==> config.mk <==
export PLATFORM = sky130hd
export DESIGN_NAME = step_then_chirp_reference_generator
export DESIGN_NICKNAME = d
export VERILOG_FILES = /design/src/hw/rtl/stcrg_pkg.sv /design/src/hw/rtl/stcrg_mul.sv /design/src/hw/rtl/stcrg_div.sv /design/src/hw/rtl/step_then_chirp_reference_generator.sv
export SDC_FILE = /design/constraint.sdc
export NUM_CORES = 2
export LEC_CHECK = 0
export ABC_AREA = 1
export BUFFER_PORTS_ARGS = -buffer_cell sky130_fd_sc_hd__buf_4
export CORE_UTILIZATION = 45
export DETAILED_ROUTE_END_ITERATION = 7
export GPL_TIMING_DRIVEN = 0
export PLACE_DENSITY = 0.69
export SLEW_MARGIN = 20
export SYNTH_ARGS = -nofsm -noshare
export SYNTH_HDL_FRONTEND = slang
export SYNTH_SLANG_ARGS = --single-unit
==> constraint.sdc <==
create_clock -name clk -period 15.6 [get_ports clk]
set_input_delay 0.78 -clock clk [delete_from_list [all_inputs] [get_ports clk]]
set_output_delay 0.78 -clock clk [all_outputs]
set_load 0.005 [all_outputs]
==> src/hw/rtl/stcrg_pkg.sv <==
// Shared types, widths and constants for the step-then-chirp reference generator.
// Depends on nothing; every other file in hw/rtl refers to it by scoped names.
package stcrg_pkg;

  localparam int PHASE_BITS = 10;

  localparam int TIME_W   = 32;
  localparam int LEVEL_W  = 24;
  localparam int FREQ_W   = 24;
  localparam int SEG_W    = 3;
  localparam int CFG_IDX_W = 8;
  localparam int CFG_DATA_W = 32;

  localparam int MUL_W    = 32;
  localparam int PROD_W   = TIME_W + TIME_W + FREQ_W;
  // The quotient f*s*s/d stays below 2^56, so the top TIME_W dividend bits
  // are already smaller than the divisor.
  localparam int DIV_STEPS = PROD_W - TIME_W;
  localparam int DIV_CNT_W = $clog2(DIV_STEPS);
  // Only the quotient bits below one turn (2^37) matter.
  localparam int QUO_W    = 37;

  localparam logic [28:0] SINE_A = 29'd421657428;
  localparam logic [27:0] SINE_B = 28'd172226216;
  localparam logic [24:0] SINE_C = 25'd19004244;

  localparam logic [CFG_IDX_W-1:0] REG_STEP_ONE   = 8'd0;
  localparam logic [CFG_IDX_W-1:0] REG_STEP_TWO   = 8'd1;
  localparam logic [CFG_IDX_W-1:0] REG_STEP_THREE = 8'd2;
  localparam logic [CFG_IDX_W-1:0] REG_STEP_FOUR  = 8'd3;
  localparam logic [CFG_IDX_W-1:0] REG_STEP_LEN   = 8'd4;
  localparam logic [CFG_IDX_W-1:0] REG_SWEEP_LVL  = 8'd5;
  localparam logic [CFG_IDX_W-1:0] REG_SWEEP_LEN  = 8'd6;
  localparam logic [CFG_IDX_W-1:0] REG_SWEEP_FREQ = 8'd7;

  localparam logic [SEG_W-1:0] SEG_STEP_ONE   = 3'd0;
  localparam logic [SEG_W-1:0] SEG_STEP_TWO   = 3'd1;
  localparam logic [SEG_W-1:0] SEG_STEP_THREE = 3'd2;
  localparam logic [SEG_W-1:0] SEG_STEP_FOUR  = 3'd3;
  localparam logic [SEG_W-1:0] SEG_SWEEP      = 3'd4;

  typedef enum logic [4:0] {
    ST_IDLE, ST_CLASSIFY, ST_SWEEP, ST_SQ, ST_SQW, ST_FLO, ST_FHI, ST_FSUM,
    ST_DIV, ST_X2, ST_X2W, ST_C, ST_CW, ST_T2, ST_T2W, ST_TX, ST_TXW,
    ST_AMP, ST_AMPW, ST_FINISH
  } state_t;

endpackage

==> src/hw/rtl/stcrg_mul.sv <==
// Shared 32x32 unsigned multiplier with a registered product.
// Depends on stcrg_pkg for operand widths.
module stcrg_mul (
  input  logic                             clk,
  input  logic [stcrg_pkg::MUL_W-1:0]      a,
  input  logic [stcrg_pkg::MUL_W-1:0]      b,
  output logic [2*stcrg_pkg::MUL_W-1:0]    p
);

  always_ff @(posedge clk) begin
    p <= a * b;
  end

endmodule

==> src/hw/rtl/stcrg_div.sv <==
// Restoring radix-2 divider, one quotient bit per cycle, keeping the low quotient bits.
// Depends on stcrg_pkg for widths and step count.
module stcrg_div (
  input  logic                              clk,
  input  logic                              rst,
  input  logic                              start,
  input  logic [stcrg_pkg::PROD_W-1:0]      dividend,
  input  logic [stcrg_pkg::TIME_W-1:0]      divisor,
  output logic                              done,
  output logic [stcrg_pkg::QUO_W-1:0]       quotient
);

  logic [stcrg_pkg::TIME_W-1:0]    rem;
  logic [stcrg_pkg::TIME_W-1:0]    rem_next;
  logic [stcrg_pkg::DIV_STEPS-1:0] low;
  logic [stcrg_pkg::TIME_W-1:0]    dv;
  logic [stcrg_pkg::DIV_CNT_W-1:0] cnt;
  logic                            busy;
  logic [stcrg_pkg::TIME_W:0]      trial;
  logic [stcrg_pkg::TIME_W:0]      diff;
  logic                            ge;

  always_comb begin
    trial    = {rem, low[stcrg_pkg::DIV_STEPS-1]};
    diff     = trial - {1'b0, dv};
    ge       = trial >= {1'b0, dv};
    rem_next = ge ? diff[stcrg_pkg::TIME_W-1:0] : trial[stcrg_pkg::TIME_W-1:0];
  end

  always_ff @(posedge clk) begin
    if (rst) begin
      busy <= 1'b0;
      done <= 1'b0;
      cnt  <= '0;
    end else begin
      if (start) begin
        rem  <= dividend[stcrg_pkg::PROD_W-1 -: stcrg_pkg::TIME_W];
        low  <= dividend[stcrg_pkg::DIV_STEPS-1:0];
        dv   <= divisor;
        cnt  <= '0;
        busy <= 1'b1;
        done <= 1'b0;
      end else if (busy) begin
        rem      <= rem_next;
        low      <= low << 1;
        quotient <= {quotient[stcrg_pkg::QUO_W-2:0], ge};
        cnt      <= cnt + 1'b1;
        if (cnt == stcrg_pkg::DIV_CNT_W'(stcrg_pkg::DIV_STEPS - 1)) begin
          busy <= 1'b0;
          done <= 1'b1;
        end else begin
          done <= 1'b0;
        end
      end else begin
        done <= 1'b0;
      end
    end
  end

endmodule

==> src/hw/rtl/step_then_chirp_reference_generator.sv <==
// Top level of the stepped-profile and linear-chirp reference generator.
// Depends on stcrg_pkg, stcrg_mul and stcrg_div.
//
// Channel   Direction  Handshake              Payload
// cfg       in         cfg_valid / cfg_ready  cfg_index, cfg_data
// in        in         in_valid / in_ready    current_time
// out       out        out_valid / out_ready  reference_value, segment
//
// A step item is classified and then loaded into the output register from ST_FINISH.
// A sweep item also passes the square, the frequency product, the 56-step divider
// forming the phase and the sine polynomial; the divider dominates, and each product
// of the shared multiplier is taken in the state after its issue. A zero sweep length goes from ST_SWEEP to ST_FINISH.
// Synchronous reset restores the register reset values and clears the sweep latch.
// One item is in work at a time; in_ready is high only while the sequencer idles.
// A result waiting in the output register does not block acceptance of the next
// transaction; the sequencer waits only when it must load a still-occupied register.
module step_then_chirp_reference_generator (
  input  logic                                  clk,
  input  logic                                  rst,
  input  logic                                  cfg_valid,
  output logic                                  cfg_ready,
  input  logic [stcrg_pkg::CFG_IDX_W-1:0]       cfg_index,
  input  logic [stcrg_pkg::CFG_DATA_W-1:0]      cfg_data,
  input  logic                                  in_valid,
  output logic                                  in_ready,
  input  logic [stcrg_pkg::TIME_W-1:0]          current_time,
  output logic                                  out_valid,
  input  logic                                  out_ready,
  output logic signed [stcrg_pkg::LEVEL_W-1:0]  reference_value,
  output logic [stcrg_pkg::SEG_W-1:0]           segment
);

  // Configuration registers.
  logic [stcrg_pkg::LEVEL_W-1:0] step_one_level;
  logic [stcrg_pkg::LEVEL_W-1:0] step_two_level;
  logic [stcrg_pkg::LEVEL_W-1:0] step_three_level;
  logic [stcrg_pkg::LEVEL_W-1:0] step_four_level;
  logic [stcrg_pkg::TIME_W-1:0]  step_length;
  logic [stcrg_pkg::LEVEL_W-1:0] sweep_level;
  logic [stcrg_pkg::TIME_W-1:0]  sweep_length;
  logic [stcrg_pkg::FREQ_W-1:0]  sweep_top_freq;

  // Sweep start latch.
  logic [stcrg_pkg::TIME_W-1:0]  sweep_start_time;
  logic                          sweep_started;

  stcrg_pkg::state_t state;
  stcrg_pkg::state_t state_next;

  // Working registers of the sequencer.
  logic [stcrg_pkg::TIME_W-1:0]  time_q;
  logic [stcrg_pkg::SEG_W-1:0]   seg_q;
  logic [stcrg_pkg::LEVEL_W-1:0] res_q;
  logic [stcrg_pkg::TIME_W-1:0]  s_q;
  logic [2*stcrg_pkg::TIME_W-1:0] sq_q;
  logic [55:0]                   lo_q;
  logic [14:0]                   x_q;
  logic [28:0]                   x2_q;
  logic [28:0]                   t_q;
  logic [29:0]                   y_q;
  logic                          neg_q;

  // Shared multiplier and divider connections.
  logic [stcrg_pkg::MUL_W-1:0]   mul_a;
  logic [stcrg_pkg::MUL_W-1:0]   mul_b;
  logic [2*stcrg_pkg::MUL_W-1:0] mul_p;
  logic                          div_start;
  logic                          div_done;
  logic [stcrg_pkg::QUO_W-1:0]   div_quo;
  logic [stcrg_pkg::PROD_W-1:0]  prod;

  // Step limits at 34 bits so that 2L, 3L and 4L never wrap.
  logic [33:0] lim1, lim2, lim3, lim4, t34;
  logic [stcrg_pkg::TIME_W-1:0]  tdiff;
  logic [stcrg_pkg::PHASE_BITS-1:0] idx;
  logic [15:0]                   ph16;
  logic [14:0]                   x_new;
  logic [stcrg_pkg::LEVEL_W-1:0] mag;
  logic [63:0]                   rsum;
  logic [35:0]                   rmag;
  logic                          res_neg;
  logic                          out_free;

  assign cfg_ready = 1'b1;
  assign out_free  = !out_valid || out_ready;

  always_comb begin
    t34   = {2'b00, time_q};
    lim1  = {2'b00, step_length};
    lim2  = {1'b0, step_length, 1'b0};
    lim3  = lim1 + lim2;
    lim4  = {step_length, 2'b00};
    // A time before the latched start counts as the start itself.
    tdiff = (time_q >= sweep_start_time) ? time_q - sweep_start_time : '0;
    prod  = {mul_p[55:0], 32'd0} + {32'd0, lo_q};
    idx   = div_quo[stcrg_pkg::QUO_W-1 -: stcrg_pkg::PHASE_BITS];
    ph16  = 16'(idx) << (16 - stcrg_pkg::PHASE_BITS);
    // Fold into the first quarter wave; odd quarters run backwards.
    x_new = ph16[14] ? 15'(15'd16384 - {1'b0, ph16[13:0]}) : {1'b0, ph16[13:0]};
    mag   = sweep_level[stcrg_pkg::LEVEL_W-1] ? 24'(-sweep_level) : sweep_level;
    rsum  = mul_p + 64'd134217728;
    rmag  = rsum[63:28];
    res_neg = sweep_level[stcrg_pkg::LEVEL_W-1] ^ neg_q;
  end

  // Next state.
  always_comb begin
    state_next = state;
    unique case (state)
      stcrg_pkg::ST_IDLE:     if (in_valid) state_next = stcrg_pkg::ST_CLASSIFY;
      stcrg_pkg::ST_CLASSIFY: state_next = (t34 > lim4) ? stcrg_pkg::ST_SWEEP
                                                        : stcrg_pkg::ST_FINISH;
      stcrg_pkg::ST_SWEEP:    state_next = (sweep_length == '0) ? stcrg_pkg::ST_FINISH
                                                                : stcrg_pkg::ST_SQ;
      stcrg_pkg::ST_SQ:       state_next = stcrg_pkg::ST_SQW;
      stcrg_pkg::ST_SQW:      state_next = stcrg_pkg::ST_FLO;
      stcrg_pkg::ST_FLO:      state_next = stcrg_pkg::ST_FHI;
      stcrg_pkg::ST_FHI:      state_next = stcrg_pkg::ST_FSUM;
      stcrg_pkg::ST_FSUM:     state_next = stcrg_pkg::ST_DIV;
      stcrg_pkg::ST_DIV:      if (div_done) state_next = stcrg_pkg::ST_X2;
      stcrg_pkg::ST_X2:       state_next = stcrg_pkg::ST_X2W;
      stcrg_pkg::ST_X2W:      state_next = stcrg_pkg::ST_C;
      stcrg_pkg::ST_C:        state_next = stcrg_pkg::ST_CW;
      stcrg_pkg::ST_CW:       state_next = stcrg_pkg::ST_T2;
      stcrg_pkg::ST_T2:       state_next = stcrg_pkg::ST_T2W;
      stcrg_pkg::ST_T2W:      state_next = stcrg_pkg::ST_TX;
      stcrg_pkg::ST_TX:       state_next = stcrg_pkg::ST_TXW;
      stcrg_pkg::ST_TXW:      state_next = stcrg_pkg::ST_AMP;
      stcrg_pkg::ST_AMP:      state_next = stcrg_pkg::ST_AMPW;
      stcrg_pkg::ST_AMPW:     state_next = stcrg_pkg::ST_FINISH;
      stcrg_pkg::ST_FINISH:   if (out_free) state_next = stcrg_pkg::ST_IDLE;
      default:                state_next = stcrg_pkg::ST_IDLE;
    endcase
  end

  // Sequencer outputs: handshake, multiplier operands and divider start.
  always_comb begin
    in_ready  = 1'b0;
    div_start = 1'b0;
    mul_a     = '0;
    mul_b     = '0;
    unique case (state)
      stcrg_pkg::ST_IDLE: in_ready = 1'b1;
      stcrg_pkg::ST_SQ: begin
        mul_a = s_q;
        mul_b = s_q;
      end
      stcrg_pkg::ST_FLO: begin
        mul_a = sq_q[31:0];
        mul_b = {8'd0, sweep_top_freq};
      end
      stcrg_pkg::ST_FHI: begin
        mul_a = sq_q[63:32];
        mul_b = {8'd0, sweep_top_freq};
      end
      stcrg_pkg::ST_FSUM: div_start = 1'b1;
      stcrg_pkg::ST_X2: begin
        mul_a = {17'd0, x_q};
        mul_b = {17'd0, x_q};
      end
      stcrg_pkg::ST_C: begin
        mul_a = {7'd0, stcrg_pkg::SINE_C};
        mul_b = {3'd0, x2_q};
      end
      stcrg_pkg::ST_T2: begin
        mul_a = {3'd0, t_q};
        mul_b = {3'd0, x2_q};
      end
      stcrg_pkg::ST_TX: begin
        mul_a = {3'd0, t_q};
        mul_b = {17'd0, x_q};
      end
      stcrg_pkg::ST_AMP: begin
        mul_a = {8'd0, mag};
        mul_b = {2'd0, y_q};
      end
      default: begin
        mul_a = '0;
      end
    endcase
  end

  always_ff @(posedge clk) begin
    if (rst) begin
      state            <= stcrg_pkg::ST_IDLE;
      out_valid        <= 1'b0;
      sweep_started    <= 1'b0;
      sweep_start_time <= '0;
      step_one_level   <= '0;
      step_two_level   <= '0;
      step_three_level <= '0;
      step_four_level  <= '0;
      step_length      <= 32'd1048576;
      sweep_level      <= '0;
      sweep_length     <= 32'd1048576;
      sweep_top_freq   <= 24'd65536;
    end else begin
      state <= state_next;

      if (cfg_valid && cfg_ready) begin
        case (cfg_index)
          stcrg_pkg::REG_STEP_ONE:   step_one_level   <= cfg_data[23:0];
          stcrg_pkg::REG_STEP_TWO:   step_two_level   <= cfg_data[23:0];
          stcrg_pkg::REG_STEP_THREE: step_three_level <= cfg_data[23:0];
          stcrg_pkg::REG_STEP_FOUR:  step_four_level  <= cfg_data[23:0];
          stcrg_pkg::REG_STEP_LEN:   step_length      <= cfg_data;
          stcrg_pkg::REG_SWEEP_LVL:  sweep_level      <= cfg_data[23:0];
          stcrg_pkg::REG_SWEEP_LEN:  sweep_length     <= cfg_data;
          stcrg_pkg::REG_SWEEP_FREQ: sweep_top_freq   <= cfg_data[23:0];
          default: ;
        endcase
      end

      // In the finishing state the load below takes over the output register.
      if (out_valid && out_ready && state != stcrg_pkg::ST_FINISH) out_valid <= 1'b0;

      unique case (state)
        stcrg_pkg::ST_IDLE: if (in_valid) time_q <= current_time;
        stcrg_pkg::ST_CLASSIFY: begin
          priority if (t34 <= lim1) begin
            seg_q <= stcrg_pkg::SEG_STEP_ONE;
            res_q <= step_one_level;
          end else if (t34 <= lim2) begin
            seg_q <= stcrg_pkg::SEG_STEP_TWO;
            res_q <= step_two_level;
          end else if (t34 <= lim3) begin
            seg_q <= stcrg_pkg::SEG_STEP_THREE;
            res_q <= step_three_level;
          end else if (t34 <= lim4) begin
            seg_q <= stcrg_pkg::SEG_STEP_FOUR;
            res_q <= step_four_level;
          end else begin
            seg_q <= stcrg_pkg::SEG_SWEEP;
            // The first sweep item latches the start, once per reset.
            if (!sweep_started) begin
              sweep_started    <= 1'b1;
              sweep_start_time <= time_q;
            end
          end
        end
        stcrg_pkg::ST_SWEEP: begin
          res_q <= '0;
          s_q   <= (tdiff > sweep_length) ? sweep_length : tdiff;
        end
        stcrg_pkg::ST_SQW: sq_q <= mul_p;
        stcrg_pkg::ST_FHI: lo_q <= mul_p[55:0];
        stcrg_pkg::ST_DIV: begin
          if (div_done) begin
            x_q   <= x_new;
            neg_q <= ph16[15];
          end
        end
        stcrg_pkg::ST_X2W: x2_q <= mul_p[28:0];
        stcrg_pkg::ST_CW:  t_q  <= 29'(stcrg_pkg::SINE_B) - 29'(mul_p[53:28]);
        stcrg_pkg::ST_T2W: t_q  <= stcrg_pkg::SINE_A - mul_p[56:28];
        stcrg_pkg::ST_TXW: y_q  <= mul_p[43:14];
        stcrg_pkg::ST_AMPW: begin
          // Round half away from zero on the magnitude, then apply the sign.
          if (res_neg) begin
            res_q <= 24'(-rmag);
          end else if (rmag > 36'd8388607) begin
            res_q <= 24'h7FFFFF;
          end else begin
            res_q <= rmag[23:0];
          end
        end
        stcrg_pkg::ST_FINISH: begin
          if (out_free) begin
            out_valid       <= 1'b1;
            reference_value <= res_q;
            segment         <= seg_q;
          end
        end
        default: ;
      endcase
    end
  end

  stcrg_mul u_mul (
    .clk (clk),
    .a   (mul_a),
    .b   (mul_b),
    .p   (mul_p)
  );

  stcrg_div u_div (
    .clk      (clk),
    .rst      (rst),
    .start    (div_start),
    .dividend (prod),
    .divisor  (sweep_length),
    .done     (div_done),
    .quotient (div_quo)
  );

  a_accept_classify: assert property (@(posedge clk) disable iff (rst)
    in_valid && in_ready |=> state == stcrg_pkg::ST_CLASSIFY)
    else $error("accepted transaction did not enter classification");

  a_latch_sticky: assert property (@(posedge clk) disable iff (rst)
    sweep_started |=> sweep_started)
    else $error("sweep start latch cleared without reset");

  a_div_done_state: assert property (@(posedge clk) disable iff (rst)
    div_done |-> state == stcrg_pkg::ST_DIV)
    else $error("divider finished outside the division state");

  a_finish_loads: assert property (@(posedge clk) disable iff (rst)
    state == stcrg_pkg::ST_FINISH && out_free |=> out_valid)
    else $error("finished result was not loaded into the output register");

endmodule
==> reports/results.txt <==
root buffer cell = clkbuf_16
TritonCTS clock tree = yes
Syn Nets = 11000
Max-Cap Viols = 0
Worst R2R End = u_mul.p[53]$_DFF_P_
met2 wire length = 133 mm
number of enable flip-flop cells after synthesis = 493
Hold Path Origin = current_time[3]
# DRC = 0
Clock Tree Buf Depth = 3
DR top layer = met5
gpl congestion = 1.05
antenna viol nets, final = 0
CTS Sinks = 812
Worst R2R Path Depth = 35
pwr dens = 82.8 nW/um^2
Cell variety after synth = 69
CP dominant cell by count = fa_1
DRT iter0 DRCs = 7740
I/O pins = 107
core footprint = 172000 um^2
largest net degree at the start of global routing = 35
routed metal-1 wirelength = 122 mm
first-pass GRT wire length = 445 mm
I/O Buffers = 104
Mapped Cells = 9520
die area = 176000 um^2
register area = 21200 um^2
fin util = 0.497
fin area = 85600 um^2
Required @ worst endpoint = 16.14 ns
gr usage total = 0.350
Hold Vio Cnt, Final = 0
R2R setup slack = 3.64 ns
CTS clock-pin slew for the worst setup and hold paths = 0.07 ns
worst skew pair latency = 0.74 ns
Die H = 419 um
CP peak stage delay = 0.87 ns
WHS Endpoint = time_q[3]$_DFFE_PP_
Final #Nets = 11300
Placement Setup Slack = 4.24 ns
fin crit period = 11.96 ns
cell count of the worst hold path = 1
DIE WIDTH = 419 um
Critical Path Start Type = flip-flop
slowest CP cell = nand2_1
Slew HR = 0.149
final worst path period share = 0.766
Post-CTS Resized = 0
syn_area_per_cell = 8.22 um^2
most used flip-flop cell after synthesis = edfxtp_1
Worst Skew = 0.0749 ns
sequential fraction of the synthesis area = 0.271
# fillers = 16700
Setup Crit Path Kind = flip-flop to flip-flop
Final WS setup = 3.64 ns
post-DP HPWL = 253 mm
Final Power = 0.00709 W
Worst Tran Pin Value = 1.27 ns
cts bufs inserted = 88
yosys warns = 0
Total Wirelength = 308 mm
CP max FO = 10
RSZ-0062 raised after global routing = false
Slew Limit Fails = 0
final setup fails = 0
vias per std cell = 5.64
CP Data Arrival Time = 12.50 ns
f_max = 83.6 MHz
WL/cell = 25.4 um
routed via count = 68500
Hold Path Class = input port to flip-flop
Critical R2R Launch = state[4]$_SDFFE_PP0P_
wire length on met3 = 34.5 mm
status = finished clean
synthesized area = 78300 um^2
multi-input combinational cell area = 49000 um^2
Hold Buf Count CTS = 0
vias in the first global route = 67000
GRT Residual Overflow = 0
synthesis-to-layout area growth = 9.36%
Crit. Startpoint = state[4]$_SDFFE_PP0P_
DRT Pass-1 Iters = 6
initial antenna violation count = 13
Starting Density = 0.455
placed inst area = 82500 um^2
final setup TNS = 0 ns
Worst Setup End Kind = flip-flop
site row count = 152
H-Tree Depth = 3
layout cells sized above 1 = 0.0574
maximum vdd ir drop = 0.000105 V
async set-or-reset flop fraction in the synthesized netlist = 0
post-synthesis sequential element count = 812
Leak = 39.8 nW
Post CTS Setup Buffer Count = 0
-- worst max-delay path by stage --
stage	endpoint	slack, ns	cells after the start
finish	u_mul.p[53]$_DFF_P_	3.64	35
global route	u_mul.p[53]$_DFF_P_	3.57	35
CTS	u_mul.p[53]$_DFF_P_	4.20	35
detailed placement	u_mul.p[53]$_DFF_P_	4.24	35
global placement	u_div.rem[5]$_DFFE_PP_	3.67	3
floorplan	u_div.low[0]$_SDFFCE_PN0P_	7.63	3
-- registers in the layout, summed over array words and instances, names as in the netlist, 37 cells and up --
register / flops
u_div.low: 56
lo_q: 56
u_div.quotient: 37
u_mul.p: 64
sq_q: 64
-- cell usage in the layout, fill, tap and decap left out, types with 49 or more instances in the layout --
cell type  synthesis  layout
buf_2             95      98
fa_1             900     900
dfxtp_1          319     319
nor2_1          1055    1043
ha_1             549     549
a21oi_1          577     575
edfxtp_1         493     493
inv_2             52      53
nor3_1            53      49
xor2_1           139     139
nand4_1          120     120
a31oi_1           53      53
nand2_1         1942    1942
inv_1           1746    1745
o21ai_0          500     497
nand3_1          251     251
clkbuf_16          0      91
clkbuf_1         207     216
buf_4              9     125
xnor2_1           74      74
-- cell usage after synthesis, types with 37 or more instances --
master	instances	area [um^2]
nor3_1	53	265
inv_1	1746	6550
o21ai_0	500	2500
dfxtp_1	319	6390
edfxtp_1	493	14800
xnor2_1	74	648
inv_2	52	195
clkbuf_1	207	777
buf_2	95	475
nand4_1	120	751
xor2_1	139	1220
nand2_1	1942	7290
nand3_1	251	1260
a21o_1	37	278
ha_1	549	6870
a21oi_1	577	2890
a31oi_1	53	332
nor2_1	1055	3960
fa_1	900	18000
-- logic make-up after synthesis --
logic type	after synthesis	synth area share
AND/OR/NAND/NOR	3579	0.190
flip-flops	812	0.271
AO/OA/AOI/OAI	1323	0.0920
XOR/XNOR	216	0.0246
adder cells (fa/ha/maj)	1449	0.318
buffers and inverters	2140	0.105
other	1	0.0000479
-- power by group --
group	internal, W	switching, W
Sequential	0.00242	0.000156
Combinational	0.000607	0.00170
Clock	0.00123	0.000965
-- layer usage --
layer / global-route usage / vias up
li1: - / 30400
met1: 0.468 / 33400
met2: 0.529 / 3946
met3: 0.0833 / 765
met4: 0.179 / 6
met5: 0 / -
-- critical path, delay by kind of cell, from the launching register on --
family	cells	cell delay, ns
AND/OR/NAND/NOR	14	3.12
adder cells (fa/ha/maj)	9	4.72
XOR/XNOR	1	0.52
AO/OA/AOI/OAI	2	0.91
flip-flops	1	0.45
buffers and inverters	9	2.03
-- metrics by stage --
stage	std cells	hold slack (ns)
3_3_place_gp	11900	0.401
2_1_floorplan	9520	0.400
6_report	12100	0.238
3_5_place_dp	12000	0.405
4_1_cts	12100	0.185
5_1_grt	12100	0.210
-- layout make-up --
class                      count  share of cell area
inverter                    1814              0.0796
clock buffer                 113              0.0287
clock inverter                53             0.00688
timing repair buffer         135              0.0145
buffer                       326              0.0167
tap                         2310              0.0338
sequential                   812               0.248
antenna                        8            0.000234
multi-input combinational   6568               0.572
Power figures use the tool's default switching activity.
